`src/rtl/control_channel_fsm_top_assert.svh`:
```
// ---------------------------------------------------------------------------
// Control channel FSM assertion macros
// Clocked property checks, compiled out for synthesis.
// ---------------------------------------------------------------------------
`ifndef CONTROL_CHANNEL_FSM_TOP_ASSERT_SVH
`define CONTROL_CHANNEL_FSM_TOP_ASSERT_SVH

`ifndef SYNTHESIS
`define CCF_ASSERT(label, prop, msg) \
   label: assert property (@(posedge clock) disable iff (reset) prop) else $error(msg);
`define CCF_ASSERT_RST(label, prop, msg) \
   label: assert property (@(posedge clock) prop) else $error(msg);
`else
`define CCF_ASSERT(label, prop, msg)
`define CCF_ASSERT_RST(label, prop, msg)
`endif

`endif

```
`src/rtl/ccf_pkg.sv`:
```
// ---------------------------------------------------------------------------
// Control channel FSM package
// State and event codes, action flags and the step result type.
// ---------------------------------------------------------------------------
package ccf_pkg;

   localparam int unsigned OP_W = 5;

   typedef enum logic [2:0] {
      ST_DOWN      = 3'd0,
      ST_CONFSND   = 3'd1,
      ST_CONFRCV   = 3'd2,
      ST_ACTIVE    = 3'd3,
      ST_UP        = 3'd4,
      ST_GOINGDOWN = 3'd5
   } state_type;

   localparam logic [OP_W-1:0] EV_BRINGUP     = 5'd0;
   localparam logic [OP_W-1:0] EV_CCDOWN      = 5'd1;
   localparam logic [OP_W-1:0] EV_CONFDONE    = 5'd2;
   localparam logic [OP_W-1:0] EV_CONFERR     = 5'd3;
   localparam logic [OP_W-1:0] EV_NEWCONFOK   = 5'd4;
   localparam logic [OP_W-1:0] EV_NEWCONFERR  = 5'd5;
   localparam logic [OP_W-1:0] EV_CONTENWIN   = 5'd6;
   localparam logic [OP_W-1:0] EV_CONTENLOST  = 5'd7;
   localparam logic [OP_W-1:0] EV_ADMINDOWN   = 5'd8;
   localparam logic [OP_W-1:0] EV_NBRGOESDOWN = 5'd9;
   localparam logic [OP_W-1:0] EV_HELLORCVD   = 5'd10;
   localparam logic [OP_W-1:0] EV_HOLDTIMER   = 5'd11;
   localparam logic [OP_W-1:0] EV_SEQNUMERR   = 5'd12;
   localparam logic [OP_W-1:0] EV_RECONFIG    = 5'd13;
   localparam logic [OP_W-1:0] EV_CONFRET     = 5'd14;
   localparam logic [OP_W-1:0] EV_HELLORET    = 5'd15;
   localparam logic [OP_W-1:0] EV_DOWNTIMER   = 5'd16;

   typedef struct packed {
      logic set_down_flag;
      logic stop_hello;
      logic send_hello;
      logic send_nack;
      logic send_ack;
      logic resend_config;
      logic stop_config;
      logic send_config;
   } action_type;

   typedef struct packed {
      state_type  new_state;
      logic       hit;
      action_type act;
   } step_type;

endpackage

```
`src/rtl/ccf_req_if.sv`:
```
// ---------------------------------------------------------------------------
// Control channel FSM request interface
// Event transfer: valid, ready and the event payload.
// ---------------------------------------------------------------------------
interface ccf_req_if;
   logic       valid;
   logic       ready;
   logic [4:0] operation;
   logic       config_acceptable;

   modport source (output valid, output operation, output config_acceptable, input ready);
   modport sink   (input valid, input operation, input config_acceptable, output ready);
endinterface

```
`src/rtl/ccf_rsp_if.sv`:
```
// ---------------------------------------------------------------------------
// Control channel FSM response interface
// Result transfer: valid, ready, new state and action flags.
// ---------------------------------------------------------------------------
interface ccf_rsp_if;
   logic       valid;
   logic       ready;
   logic [2:0] new_state;
   logic       transition_taken;
   logic       do_send_config;
   logic       do_stop_config;
   logic       do_resend_config;
   logic       do_send_ack;
   logic       do_send_nack;
   logic       do_send_hello;
   logic       do_stop_hello;
   logic       do_set_down_flag;

   modport source (
      output valid, output new_state, output transition_taken,
      output do_send_config, output do_stop_config, output do_resend_config,
      output do_send_ack, output do_send_nack, output do_send_hello,
      output do_stop_hello, output do_set_down_flag, input ready
   );
   modport sink (
      input valid, input new_state, input transition_taken,
      input do_send_config, input do_stop_config, input do_resend_config,
      input do_send_ack, input do_send_nack, input do_send_hello,
      input do_stop_hello, input do_set_down_flag, output ready
   );
endinterface

```
`src/rtl/ccf_lookup.sv`:
```
// ---------------------------------------------------------------------------
// Control channel FSM transition lookup
// Maps current state, event, role and acceptability to next state and actions.
// ---------------------------------------------------------------------------
module ccf_lookup (
   input  ccf_pkg::state_type state_cur,
   input  logic [4:0]         operation,
   input  logic               config_acceptable,
   input  logic               role,
   output ccf_pkg::step_type  step
);
   import ccf_pkg::*;

   always_comb begin
      step           = '0;
      step.new_state = state_cur;
      case (state_cur)
         ST_DOWN: begin
            if (operation == EV_BRINGUP) begin
               step.hit = 1'b1;
               if (role) begin
                  step.new_state       = ST_CONFSND;
                  step.act.send_config = 1'b1;
               end else begin
                  step.new_state = ST_CONFRCV;
               end
            end
         end
         ST_CONFSND: begin
            case (operation)
               EV_CCDOWN, EV_ADMINDOWN: begin
                  step.hit             = 1'b1;
                  step.new_state       = ST_DOWN;
                  step.act.stop_config = 1'b1;
               end
               EV_CONFERR, EV_RECONFIG: begin
                  step.hit             = 1'b1;
                  step.act.send_config = 1'b1;
               end
               EV_CONTENWIN: begin
                  step.hit = 1'b1;
               end
               EV_CONFRET: begin
                  step.hit               = 1'b1;
                  step.act.resend_config = 1'b1;
               end
               EV_CONTENLOST: begin
                  step.hit             = 1'b1;
                  step.act.stop_config = 1'b1;
                  if (config_acceptable) begin
                     step.new_state      = ST_ACTIVE;
                     step.act.send_ack   = 1'b1;
                     step.act.send_hello = 1'b1;
                  end else begin
                     step.new_state     = ST_CONFRCV;
                     step.act.send_nack = 1'b1;
                  end
               end
               EV_CONFDONE: begin
                  step.hit             = 1'b1;
                  step.new_state       = ST_ACTIVE;
                  step.act.stop_config = 1'b1;
                  step.act.send_hello  = 1'b1;
               end
               default: ;
            endcase
         end
         ST_CONFRCV: begin
            case (operation)
               EV_CCDOWN, EV_ADMINDOWN: begin
                  step.hit       = 1'b1;
                  step.new_state = ST_DOWN;
               end
               EV_CONFERR: begin
                  step.hit           = 1'b1;
                  step.act.send_nack = 1'b1;
               end
               EV_RECONFIG: begin
                  step.hit = 1'b1;
               end
               EV_NEWCONFOK: begin
                  step.hit            = 1'b1;
                  step.new_state      = ST_ACTIVE;
                  step.act.send_ack   = 1'b1;
                  step.act.send_hello = 1'b1;
               end
               default: ;
            endcase
         end
         ST_ACTIVE, ST_UP: begin
            case (operation)
               EV_CCDOWN, EV_NBRGOESDOWN: begin
                  step.hit            = 1'b1;
                  step.new_state      = ST_DOWN;
                  step.act.stop_hello = 1'b1;
               end
               EV_ADMINDOWN: begin
                  step.hit               = 1'b1;
                  step.new_state         = ST_GOINGDOWN;
                  step.act.set_down_flag = 1'b1;
               end
               EV_RECONFIG: begin
                  step.hit             = 1'b1;
                  step.new_state       = ST_CONFSND;
                  step.act.send_config = 1'b1;
                  step.act.stop_hello  = 1'b1;
               end
               EV_HOLDTIMER: begin
                  step.hit            = 1'b1;
                  step.act.stop_hello = 1'b1;
                  if (role) begin
                     step.new_state       = ST_CONFSND;
                     step.act.send_config = 1'b1;
                  end else begin
                     step.new_state = ST_CONFRCV;
                  end
               end
               EV_NEWCONFERR: begin
                  step.hit            = 1'b1;
                  step.new_state      = ST_CONFRCV;
                  step.act.send_nack  = 1'b1;
                  step.act.stop_hello = 1'b1;
               end
               EV_NEWCONFOK: begin
                  step.hit       = 1'b1;
                  step.new_state = ST_ACTIVE;
               end
               EV_SEQNUMERR: begin
                  step.hit = 1'b1;
               end
               EV_HELLORET: begin
                  step.hit            = 1'b1;
                  step.act.send_hello = 1'b1;
               end
               EV_HELLORCVD: begin
                  step.hit       = 1'b1;
                  step.new_state = ST_UP;
               end
               default: ;
            endcase
         end
         ST_GOINGDOWN: begin
            if (operation == EV_NBRGOESDOWN || operation == EV_DOWNTIMER) begin
               step.hit            = 1'b1;
               step.new_state      = ST_DOWN;
               step.act.stop_hello = 1'b1;
            end
         end
         default: ;
      endcase
   end

endmodule

```
`src/rtl/control_channel_fsm_top.sv`:
```
// One event per transfer, one result per event. The result appears in the
// output register the cycle after the event transfer, and a new event is taken
// every cycle as long as the output register is empty or being drained in the same
// cycle; the single output register sets that one-per-cycle rate. The channel state
// starts in Down after reset. csr_wdata selects the setup role (1 active, 0 passive);
// the user must write it only while no result is pending; the block does not enforce it.
// ---------------------------------------------------------------------------
// Control channel FSM top level
// Link-management control channel state machine with registered result.
// ---------------------------------------------------------------------------
`include "control_channel_fsm_top_assert.svh"

module control_channel_fsm_top (
   input  logic     clock,
   input  logic     reset,
   input  logic     csr_we,
   input  logic     csr_wdata,
   ccf_req_if.sink  req_chan,
   ccf_rsp_if.source rsp_chan
);
   import ccf_pkg::*;

   state_type state_ff, state_in;
   logic      role_ff, role_in;
   logic      rsp_valid_ff, rsp_valid_in;
   step_type  rsp_ff, rsp_in;
   step_type  step;
   logic      req_fire;

   ccf_lookup u_lookup (
      .state_cur         (state_ff),
      .operation         (req_chan.operation),
      .config_acceptable (req_chan.config_acceptable),
      .role              (role_ff),
      .step              (step)
   );

   assign req_chan.ready = !rsp_valid_ff || rsp_chan.ready;
   assign req_fire       = req_chan.valid && req_chan.ready;

   always_comb begin
      state_in     = state_ff;
      role_in      = role_ff;
      rsp_valid_in = rsp_valid_ff;
      rsp_in       = rsp_ff;
      if (csr_we) begin
         role_in = csr_wdata;
      end
      if (rsp_chan.ready) begin
         rsp_valid_in = 1'b0;
      end
      if (req_fire) begin
         state_in     = step.new_state;
         rsp_in       = step;
         rsp_valid_in = 1'b1;
      end
   end

   always_ff @(posedge clock) begin
      if (reset) begin
         state_ff     <= ST_DOWN;
         role_ff      <= 1'b0;
         rsp_valid_ff <= 1'b0;
      end else begin
         state_ff     <= state_in;
         role_ff      <= role_in;
         rsp_valid_ff <= rsp_valid_in;
      end
   end

   always_ff @(posedge clock) begin
      rsp_ff <= rsp_in;
   end

   assign rsp_chan.valid            = rsp_valid_ff;
   assign rsp_chan.new_state        = rsp_ff.new_state;
   assign rsp_chan.transition_taken = rsp_ff.hit;
   assign rsp_chan.do_send_config   = rsp_ff.act.send_config;
   assign rsp_chan.do_stop_config   = rsp_ff.act.stop_config;
   assign rsp_chan.do_resend_config = rsp_ff.act.resend_config;
   assign rsp_chan.do_send_ack      = rsp_ff.act.send_ack;
   assign rsp_chan.do_send_nack     = rsp_ff.act.send_nack;
   assign rsp_chan.do_send_hello    = rsp_ff.act.send_hello;
   assign rsp_chan.do_stop_hello    = rsp_ff.act.stop_hello;
   assign rsp_chan.do_set_down_flag = rsp_ff.act.set_down_flag;

   `CCF_ASSERT(a_state_tracks_rsp, req_fire |=> (state_ff == rsp_ff.new_state), "state and result disagree")
   `CCF_ASSERT(a_miss_no_action, (rsp_valid_ff && !rsp_ff.hit) |-> (rsp_ff.act == '0), "action on unmatched event")
   `CCF_ASSERT(a_stall_only_full, !req_chan.ready |-> (rsp_valid_ff && !rsp_chan.ready), "input stalled with room")
   `CCF_ASSERT_RST(a_reset_down, $past(reset) |-> (state_ff == ST_DOWN && !rsp_valid_ff), "not idle after reset")

endmodule
```
`src/flat_wrapper.sv`:
```
// flat-port wrapper written by rule: the top's interface ports become plain ports
module control_channel_fsm_top_flat import ccf_pkg::*;
  (clock, reset, csr_we, csr_wdata, req_chan_valid, req_chan_operation, req_chan_config_acceptable, req_chan_ready, rsp_chan_valid, rsp_chan_new_state, rsp_chan_transition_taken, rsp_chan_do_send_config, rsp_chan_do_stop_config, rsp_chan_do_resend_config, rsp_chan_do_send_ack, rsp_chan_do_send_nack, rsp_chan_do_send_hello, rsp_chan_do_stop_hello, rsp_chan_do_set_down_flag, rsp_chan_ready);
  ccf_req_if req_chan_i ();
  ccf_rsp_if rsp_chan_i ();
  input  logic clock;
  input  logic reset;
  input  logic csr_we;
  input  logic csr_wdata;
  input wire logic [$bits(req_chan_i.valid)-1:0] req_chan_valid;
  input wire logic [$bits(req_chan_i.operation)-1:0] req_chan_operation;
  input wire logic [$bits(req_chan_i.config_acceptable)-1:0] req_chan_config_acceptable;
  output wire logic [$bits(req_chan_i.ready)-1:0] req_chan_ready;
  output wire logic [$bits(rsp_chan_i.valid)-1:0] rsp_chan_valid;
  output wire logic [$bits(rsp_chan_i.new_state)-1:0] rsp_chan_new_state;
  output wire logic [$bits(rsp_chan_i.transition_taken)-1:0] rsp_chan_transition_taken;
  output wire logic [$bits(rsp_chan_i.do_send_config)-1:0] rsp_chan_do_send_config;
  output wire logic [$bits(rsp_chan_i.do_stop_config)-1:0] rsp_chan_do_stop_config;
  output wire logic [$bits(rsp_chan_i.do_resend_config)-1:0] rsp_chan_do_resend_config;
  output wire logic [$bits(rsp_chan_i.do_send_ack)-1:0] rsp_chan_do_send_ack;
  output wire logic [$bits(rsp_chan_i.do_send_nack)-1:0] rsp_chan_do_send_nack;
  output wire logic [$bits(rsp_chan_i.do_send_hello)-1:0] rsp_chan_do_send_hello;
  output wire logic [$bits(rsp_chan_i.do_stop_hello)-1:0] rsp_chan_do_stop_hello;
  output wire logic [$bits(rsp_chan_i.do_set_down_flag)-1:0] rsp_chan_do_set_down_flag;
  input wire logic [$bits(rsp_chan_i.ready)-1:0] rsp_chan_ready;
  assign req_chan_i.valid = req_chan_valid;
  assign req_chan_i.operation = req_chan_operation;
  assign req_chan_i.config_acceptable = req_chan_config_acceptable;
  assign req_chan_ready = req_chan_i.ready;
  assign rsp_chan_valid = rsp_chan_i.valid;
  assign rsp_chan_new_state = rsp_chan_i.new_state;
  assign rsp_chan_transition_taken = rsp_chan_i.transition_taken;
  assign rsp_chan_do_send_config = rsp_chan_i.do_send_config;
  assign rsp_chan_do_stop_config = rsp_chan_i.do_stop_config;
  assign rsp_chan_do_resend_config = rsp_chan_i.do_resend_config;
  assign rsp_chan_do_send_ack = rsp_chan_i.do_send_ack;
  assign rsp_chan_do_send_nack = rsp_chan_i.do_send_nack;
  assign rsp_chan_do_send_hello = rsp_chan_i.do_send_hello;
  assign rsp_chan_do_stop_hello = rsp_chan_i.do_stop_hello;
  assign rsp_chan_do_set_down_flag = rsp_chan_i.do_set_down_flag;
  assign rsp_chan_i.ready = rsp_chan_ready;
  control_channel_fsm_top u_core (.clock(clock), .reset(reset), .csr_we(csr_we), .csr_wdata(csr_wdata), .req_chan(req_chan_i), .rsp_chan(rsp_chan_i));
endmodule
```
`config.mk`:
```
export PLATFORM = sky130hd
export DESIGN_NAME = control_channel_fsm_top_flat
export DESIGN_NICKNAME = d
export VERILOG_FILES = /design/src/rtl/ccf_pkg.sv /design/src/rtl/ccf_req_if.sv /design/src/rtl/ccf_rsp_if.sv /design/src/rtl/ccf_lookup.sv /design/src/rtl/control_channel_fsm_top.sv /design/src/flat_wrapper.sv
export VERILOG_INCLUDE_DIRS = /design/src /design/src/rtl
export SDC_FILE = /design/constraint.sdc
export NUM_CORES = 1
export LEC_CHECK = 0
export BUFFER_PORTS_ARGS = -buffer_cell sky130_fd_sc_hd__buf_2
export CAP_MARGIN = 40
export CORE_UTILIZATION = 44
export DETAILED_ROUTE_END_ITERATION = 7
export PLACE_DENSITY = 0.65
export SETUP_SLACK_MARGIN = 0.15
export SYNTH_ARGS = -nofsm -noshare
export SYNTH_HDL_FRONTEND = slang
export SYNTH_SLANG_ARGS = --single-unit
```
`constraint.sdc`:
```
create_clock -name clock -period 1.8 [get_ports clock]
set_input_delay 0.18 -clock clock [delete_from_list [all_inputs] [get_ports clock]]
set_output_delay 0.18 -clock clock [all_outputs]
set_load 0.02 [all_outputs]
```
# Yosys cells after proc, flatten, opt, wreduce, memory -nomap -nowiden
# Cells that the tools add are included.
# op_classes
eq_ne,21
n_mux,34
reduce_logical,16
# ops
operator,count
5-bit by 4-bit equality test with 1-bit output (second input constant),8
3-bit one-hot mux with 7 select lines,1
5-bit by 3-bit equality test with 1-bit output (second input constant),4
1-bit two-way mux,20
4-bit one-hot mux with 5 select lines,1
5-bit by 2-bit equality test with 1-bit output (second input constant),2
10-bit OR reduction,1
5-bit OR reduction,2
3-bit one-hot mux with 3 select lines,1
4-bit two-way mux,2
1-bit one-hot mux with 2 select lines,4
2-bit OR reduction,4
8-bit OR reduction,1
3-bit by 2-bit equality test with 1-bit output (second input constant),2
3-bit equality test (second input constant),2
2-bit one-hot mux with 3 select lines,1
3-bit one-hot mux with 2 select lines,1
5-bit by 1-bit equality test with 1-bit output (second input constant),1
5-bit equality test (second input constant),1
5-bit zero test,1
2-bit two-way mux,2
4-bit OR reduction,1
3-bit by 1-bit equality test with 1-bit output (second input constant),1
3-bit zero test,1
other kinds (5),6
# word_totals
regBits,17
input_bits,12
output_inout_bits,14
word_cells,84

# Logic depth before layout (Yosys ltp)
# Gate-level depths: netlist of run 1.
# logic_depth
word_depth,4
mapped_depth,7
depth_no_buf,5

# Cells and area by module
# Synthesis of run 1 repeated with hierarchy kept, for this count alone.
# hier_totals
cells_unflattened,151
hier_area_um2,1331.3
# modules_own_cells
mod,n_inst,cells_per_inst,area_per_inst_um2,seq_area_each_um2
ccf_lookup,1,117,752.0,0.0
control_channel_fsm_top,1,34,579.3,460.4

# Worst setup path before layout of run 1
# No wires, ideal clock.
# synth_path
path_type,input port to flip-flop
from,in req_chan_operation[4]
to,"reg u_core.rsp_ff, in the netlist u_core.rsp_chan.new_state[1], data pin"
setup_time_ns,0.265
arrival_ns,1.505
slack_ns,0.030
path_stages,5
path_cell_list,clkbuf_1 > or4_1 > o211ai_1 > o221ai_1 > or3_1
# synth_lines
element,line,rtl
from (decl),flat_wrapper.sv:11,input wire logic [$bits(req_chan_i.operation)-1:0] req_chan_operation;
to (signal assigned),control_channel_fsm_top.sv:72,rsp_ff <= rsp_in;
to (decl),control_channel_fsm_top.sv:26,"step_type rsp_ff, rsp_in;"

==> results of run 1 <==
## critical path: cells and delay by family, from the launching register on
kind            cells  cell delay [ps]
compound gates      2              270
flops               1              380
buf+inv             2              340
simple gates        3              640
## state kept, by name, indices dropped and copies added, names as in the netlist
signal                            cells
u_core.rsp_chan.do_set_down_flag      1
u_core.rsp_chan.do_stop_config        1
u_core.rsp_chan.do_resend_config      1
u_core.rsp_chan.do_send_config        1
u_core.rsp_chan.do_stop_hello         1
u_core.role_ff                        1
u_core.rsp_chan.transition_taken      1
u_core.rsp_chan.do_send_nack          1
u_core.rsp_chan.do_send_hello         1
u_core.state_ff                       3
u_core.rsp_chan.valid                 1
u_core.rsp_chan.new_state             3
u_core.rsp_chan.do_send_ack           1
## cells by family (layout without fill, tap and decap cells)
family | after synthesis | in the layout | share of synthesized area (%)
AOI/OAI and AO/OA | 50 | 50 | 26.5
xor gates and xnor gates | 2 | 2 | 1.29
buffers and inverters | 24 | 75 | 6.92
DFF | 17 | 17 | 34.0
muxes | 1 | 1 | 0.739
and+or+nand+nor | 72 | 72 | 30.6
## where the power goes
part	switching, W	internal, W
clock	0.000125	0.0000865
combinational	0.000186	0.000141
sequential	0.0000153	0.000440
total	0.000326	0.000667
## worst paths after layout
| kind | startpoint | to | slack, ps | cells past startpoint |
|---|---|---|---|---|
| worst max register to register | u_core.state_ff[2] | u_core.rsp_chan.transition_taken | 7 | 7 |
| worst min register to register | u_core.rsp_chan.valid | u_core.rsp_chan.valid | 530 | 2 |
| worst min-delay path | reset | u_core.state_ff[0] | 90 | 2 |
| worst max-delay path | u_core.state_ff[2] | u_core.rsp_chan.transition_taken | 7 | 7 |
## final cells by class
class | count | area [µm²] | share of cell area, %
Inverter | 7 | 26.3 | 1.34
Multi-Input combinational cell | 125 | 918 | 46.9
Sequential cell | 17 | 472 | 24.1
Timing Repair Buffer | 64 | 478 | 24.4
Clock buffer | 4 | 26.3 | 1.34
Tap cell | 31 | 38.8 | 1.98
## cell usage in the layout, fill, tap and decap left out, types with 3 or more instances in the layout
| cell type | count |
|---|---|
| nand2_1 | 11 |
| nand3_1 | 9 |
| nand3b_1 | 3 |
| buf_4 | 30 |
| buf_6 | 6 |
| dfxtp_4 | 3 |
| edfxtp_1 | 12 |
| a21oi_1 | 9 |
| clkbuf_4 | 3 |
| nand2b_1 | 5 |
| nor2_1 | 12 |
| o22ai_1 | 5 |
| nor2b_1 | 4 |
| nand4_1 | 3 |
| buf_12 | 3 |
| nor4_1 | 4 |
| buf_2 | 25 |
| inv_1 | 6 |
## metrics by stage
| stage | utilization (%) | setup TNS, ps | cell area [µm²] | instances | hold WS, ps |
|---|---|---|---|---|---|
| after detailed placement | 59.9 | -0.310 | 1700 | 231 | 417 |
| after global routing | 69.3 | -124 | 1960 | 248 | 104 |
| after floorplan | - | 0 | 1400 | 166 | 239 |
| final | 69.3 | 0 | 1960 | 248 | 87.3 |
| after CTS | 64.6 | 0 | 1830 | 243 | 89.4 |
| after global placement | 59.9 | -43.6 | 1700 | 231 | 411 |
## metal layers
| layer | share of wire, % | global-route usage, % |
|---|---|---|
| met5 | 0 | 0 |
| met3 | 6.5 | 2.72 |
| met2 | 47 | 46.2 |
| met4 | 3.2 | 16.7 |
| met1 | 43 | 39.7 |
## timing repair
action                                  4_1_cts  5_1_grt
setup buffers                                 8        5
gates resized for setup                      14       21
endpoints found under the setup margin        9       10
pin swaps                                     9       16
==> qor.yml, run 1 <==
cells_and_area:
  diodes_inserted: 0
  layout-area-overhead-vs-synth_pct: 44.6
  layout.nets: 230
  fillers: 229
  final_layout_size_suffix_gt1_share_pct: 43.3
placed_design:
  place_congestion: 0.885
  worst_setup_timing_slack_at_the_placement_stage_ps: -0.310
  placement.io_buffers: 25
  hpwlAfterDp_um: 3120
global_routing:
  grt_overflow: 0
  grt_max_degree: 29
  grt_antenna_before_repair: 0
  grt_util_all_layers_pct: 29.5
  grt_first_pass_wirelength_um: 7390
  first_global_vias: 1475
critical_path:
  cp-start-kind: "register"
  cpPeakStageDelay_ps: 380
  cp-end-kind: "register"
  worst-endpoint-required_ps: 1930
  cp_slowest_cell: "dfxtp_4"
  crit_path_cell_chain: "buf_4 -> nor4b_4 -> buf_4 -> or3b_4 -> a21oi_2 -> nor4_1 -> o211ai_1"
  crit_top_cell: "buf_4"
  crit_type: "reg2reg"
  cp_max_fo: 4
  arrival_ps: 1920
route:
  via_count: 1547
  drtPass1Iterations: 6
  totalWireLength_um: 4550
  first_iter_violations: 75
  route.detailed.vias_per_inst: 6.24
  drt.antenna.violating_nets: 0
  drt-wirelength-per-cell_um: 18.3
  remaining_drc_errors: 3
floorplanning:
  core-area_um2: 2830
  design.die.area_um2: 3310
  floorplan.initialDensity_pct: 47.9
  die_extent_in_y_um: 57.5
  die_w_um: 57.5
  design.portCount: 26
  std_cell_rows: 19
yosys:
  synthArstFlopShare_pct: 0
  synthMostInstantiatedCell: "nor2_1"
  syn_avg_cell_area_um2: 8.16
  synth.ff_latch_count: 17
  synth_largest_area_cell: "edfxtp_1"
  dominantRegCellSynth: "edfxtp_1"
  netlist_instances: 166
  synth.net_count: 178
  synth-edff-count: 12
  synth_top_cells_by_count: "nor2_1, clkbuf_1, edfxtp_1"
  post-synth-top-area-fraction_pct: 26.6
  post_synth_instance_area_um2: 1360
  synth_sequential_area_ratio_pct: 34.0
  synth.top_cells.by_area: "edfxtp_1, dfxtp_1, a21oi_1"
  yosys_warnings: 0
  synth.distinct_cells: 53
power_and_ir_drop:
  totalPowerFinal_w: 0.000994
  irDropWorstVdd_mv: 0.264
  power_density_nw_per_um2: 507
  cellLeakagePower_nw: 0.764
worst_hold_path:
  timing.hold.worst.class: "in2reg"
sta:
  period_share_pct: 99.6
  max_transition_viols_final: 0
  final-hold-violation-count: 0
  clock.fmax_mhz: 558
  final.setup.worst_slack_ps: 6.81
  tightestPinTransition_ps: 369
  setup_repair_after_global_routing_missed_its_margin: "yes"
  finClkSkew_ps: 7.48
  setup-violations-final: 0
  post-route-min-period_ps: 1790
  slew-limit-headroom_pct: 74.8
status:
  violated_checks: "DRC"
  run_status: "complete, but fails checks"
clock_tree:
  clk_path_buf_depth: 2
  htreeDepth: 1
  clk_root_buffer_cell: "clkbuf_4"
  cts_tree: "yes"
  clock_net_sink_count: 17
  clock_pin_slew_on_the_worst_setup_and_hold_paths_ps: 100
  postCtsHoldBufs: 0
  clock_insertion_delay_at_the_later_pin_of_the_skew_report_ps: 300
  cts_inserted_buffers: 3
job:
  maxCapViolations: 0
(Power assumes the default switching activity.)
==> inputs of run 2 (changes only) <==
==> constraint.sdc (replaced) <==
create_clock -name clock -period 1.8 [get_ports clock]
set_input_delay 0.36 -clock clock [delete_from_list [all_inputs] [get_ports clock]]
set_output_delay 0.36 -clock clock [all_outputs]
set_load 0.02 [all_outputs]
==> qor.yml, run 2 (synthesis gave the netlist of run 1 again) <==
sta:
  hold_ws_ps: 287  # was 87.3 ps
  max_transition_viols_final: 0  # unchanged
  setup-violations-final: 1  # was 0
  finClkSkew_ps: 8.87  # was 7.48 ps
  period_share_pct: 100  # was 99.6%
  clock.fmax_mhz: 553  # was 558 MHz
  setup_repair_after_global_routing_missed_its_margin: "yes"  # unchanged
  final-hold-violation-count: 0  # unchanged
  fin_setup_tns_ps: -7.08  # was 0 ps
  final.setup.worst_slack_ps: -7.08  # was 6.81 ps
  slew-limit-headroom_pct: 62.9  # was 74.8%
  tightestPinTransition_ps: 543  # was 369 ps
  post-route-min-period_ps: 1810  # was 1790 ps
placed_design:
  place_congestion: 0.923  # was 0.885
  placement.io_buffers: 25  # unchanged
  hpwlAfterDp_um: 3080  # was 3120 µm
  worst_setup_timing_slack_at_the_placement_stage_ps: -225  # was -0.310 ps
power_and_ir_drop:
  irDropWorstVdd_mv: 0.273  # was 0.264 mV
  clock_power_share_pct: 20.5  # was 21.3%
  power_density_nw_per_um2: 513  # was 507 nW/µm²
  switching_power_w: 0.000317  # was 0.000326 W
  switching_share_pct: 32.2  # was 32.8%
  seqPwrFrac_pct: 46.4  # was 45.8%
  cellLeakagePower_nw: 0.773  # was 0.764 nW
  pwr-share-comb_pct: 33.1  # was 32.9%
  internal-power_w: 0.000667  # about the same
  totalPowerFinal_w: 0.000983  # was 0.000994 W
cells_and_area:
  most_common_library_cell_in_the_layout_ignoring_fill_and_taps: "buf_4"  # unchanged
  fillers: 217  # was 229
  layout-area-overhead-vs-synth_pct: 41.4  # was 44.6%
  fin_util_pct: 67.7  # was 69.3%
  layout.nets: 234  # was 230
  final_cell_mix: "buf_4, buf_2, nor2_1, edfxtp_1, nand2_1"  # unchanged
  final_layout_size_suffix_gt1_share_pct: 43.0  # was 43.3%
  diodes_inserted: 0  # unchanged
floorplanning:
  floorplan.initialDensity_pct: 47.9  # unchanged
  std_cell_rows: 19  # unchanged
  design.die.area_um2: 3310  # unchanged
  die_w_um: 57.5  # unchanged
  die_extent_in_y_um: 57.5  # unchanged
  design.portCount: 26  # unchanged
  core-area_um2: 2830  # unchanged
critical_path:
  cp_slowest_cell: "or4_1"  # was dfxtp_4
  rr_endpoint: "u_core.rsp_chan.new_state[1]"  # was u_core.rsp_chan.transition_taken
  crit_type: "reg2reg"  # unchanged
  regToRegSetupSlack_ps: -7  # was 7 ps
  cpPeakStageDelay_ps: 460  # was 380 ps
  setup.worst_path.start: "u_core.state_ff[2]"  # unchanged
  arrival_ps: 1850  # was 1920 ps
  cp-end-kind: "register"  # unchanged
  worst-endpoint-required_ps: 1850  # was 1930 ps
  cp-start-kind: "register"  # unchanged
  worst_r2r_path_depth: 4  # was 7
  crit_path_cell_chain: "or4_1 -> o211ai_1 -> o221ai_2 -> or3_1"  # was buf_4 -> nor4b_4 -> buf_4 -> or3b_4 -> a21oi_2 -> nor4_1 -> o211ai_1
  critical_path.reg2reg.startpoint: "u_core.state_ff[2]"  # unchanged
  cp_max_fo: 4  # unchanged
route:
  first_iter_violations: 77  # was 75
  drt-wirelength-per-cell_um: 16.9  # was 18.3 µm
  via_count: 1537  # was 1547
  drtPass1Iterations: 4  # was 6
  remaining_drc_errors: 0  # was 3
  drt.antenna.violating_nets: 0  # unchanged
  totalWireLength_um: 4260  # was 4550 µm
  route.detailed.vias_per_inst: 6.10  # was 6.24
global_routing:
  grt_overflow: 0  # unchanged
  first_global_vias: 1403  # was 1475
  grt_first_pass_wirelength_um: 6760  # was 7390 µm
  grt_max_degree: 18  # was 29
  grt_antenna_before_repair: 0  # unchanged
  grt_util_all_layers_pct: 26.6  # was 29.5%
clock_tree:
  cts_inserted_buffers: 3  # unchanged
  clk_root_buffer_cell: "clkbuf_4"  # unchanged
  clock_pin_slew_on_the_worst_setup_and_hold_paths_ps: 100  # about the same
  clock_net_sink_count: 17  # unchanged
  clock_insertion_delay_at_the_later_pin_of_the_skew_report_ps: 290  # was 300 ps
  postCtsHoldBufs: 0  # unchanged
  clk_path_buf_depth: 2  # unchanged
  htreeDepth: 1  # unchanged
  cts_tree: "yes"  # unchanged
worst_hold_path:
  timing.hold.worst.class: "in2reg"  # unchanged
  worst_hold_path_depth: 2  # unchanged
  min-delay-start: "reset"  # unchanged
  worst_hold_endpoint: "u_core.state_ff[0]"  # unchanged
status:
  run_status: "complete, but fails checks"  # unchanged
  violated_checks: "setup timing"  # was DRC
job:
  maxCapViolations: 0  # unchanged
## run 2: worst max path at each step
stage	end	slack, ps	cells after the start
after floorplan	u_core.rsp_chan.new_state[1]	-60	5
after global placement	u_core.rsp_chan.transition_taken	-160	8
after detailed placement	u_core.rsp_chan.transition_taken	-220	8
after CTS	u_core.rsp_chan.new_state[1]	70	4
after global routing	u_core.rsp_chan.new_state[1]	-80	4
final	u_core.rsp_chan.new_state[1]	-7	4
## run 2: what timing repair did
| action | 4_1_cts | 5_1_grt |
|---|---|---|
| setup buffers | 3 | 2 |
| gates resized for setup | 10 | 16 |
| endpoints found under the setup margin | 10 | 8 |
| pin swaps | 6 | 6 |
## run 2: layer usage
| layer | up-vias | track usage, % | routed length [µm] |
|---|---|---|---|
| li1 | 747 | - | - |
| met1 | 710 | 36.3 | 1840 |
| met2 | 76 | 44.0 | 2090 |
| met3 | 4 | 2.95 | 278 |
| met4 | 0 | 8.01 | 40 |
| met5 | - | 0 | 0 |
## run 2: metrics by stage
step / instances / instance area [µm²]
5_1_grt: 252 / 1920
3_5_place_dp: 243 / 1750
6_report: 252 / 1920
3_3_place_gp: 243 / 1750
2_1_floorplan: 166 / 1420
4_1_cts: 250 / 1840
## run 2: area by class of cell
type,count,area (µm²),area share (%)
inverter,7,26.3,1.37
clock inverter,1,5.00,0.261
multi-input combinational,125,898,46.9
tap,31,38.8,2.02
clock buffer,3,22.5,1.18
sequential,17,469,24.5
timing repair buffer,68,455,23.8
## run 2: power by group through the flow
stage               Clock, W  Combinational, W  Sequential, W
detailed placement         0          0.000290       0.000467
floorplan                  0          0.000165       0.000481
global route        0.000221          0.000351       0.000458
CTS                 0.000203          0.000307       0.000456
finish              0.000202          0.000326       0.000456
global placement           0          0.000286       0.000467
## run 2: worst max-delay path, delay by kind of cell (launching register included)
kind | cells | cell delay (ps)
AO/OA/AOI/OAI | 2 | 390
flip-flops | 1 | 380
AND/OR/NAND/NOR | 2 | 800
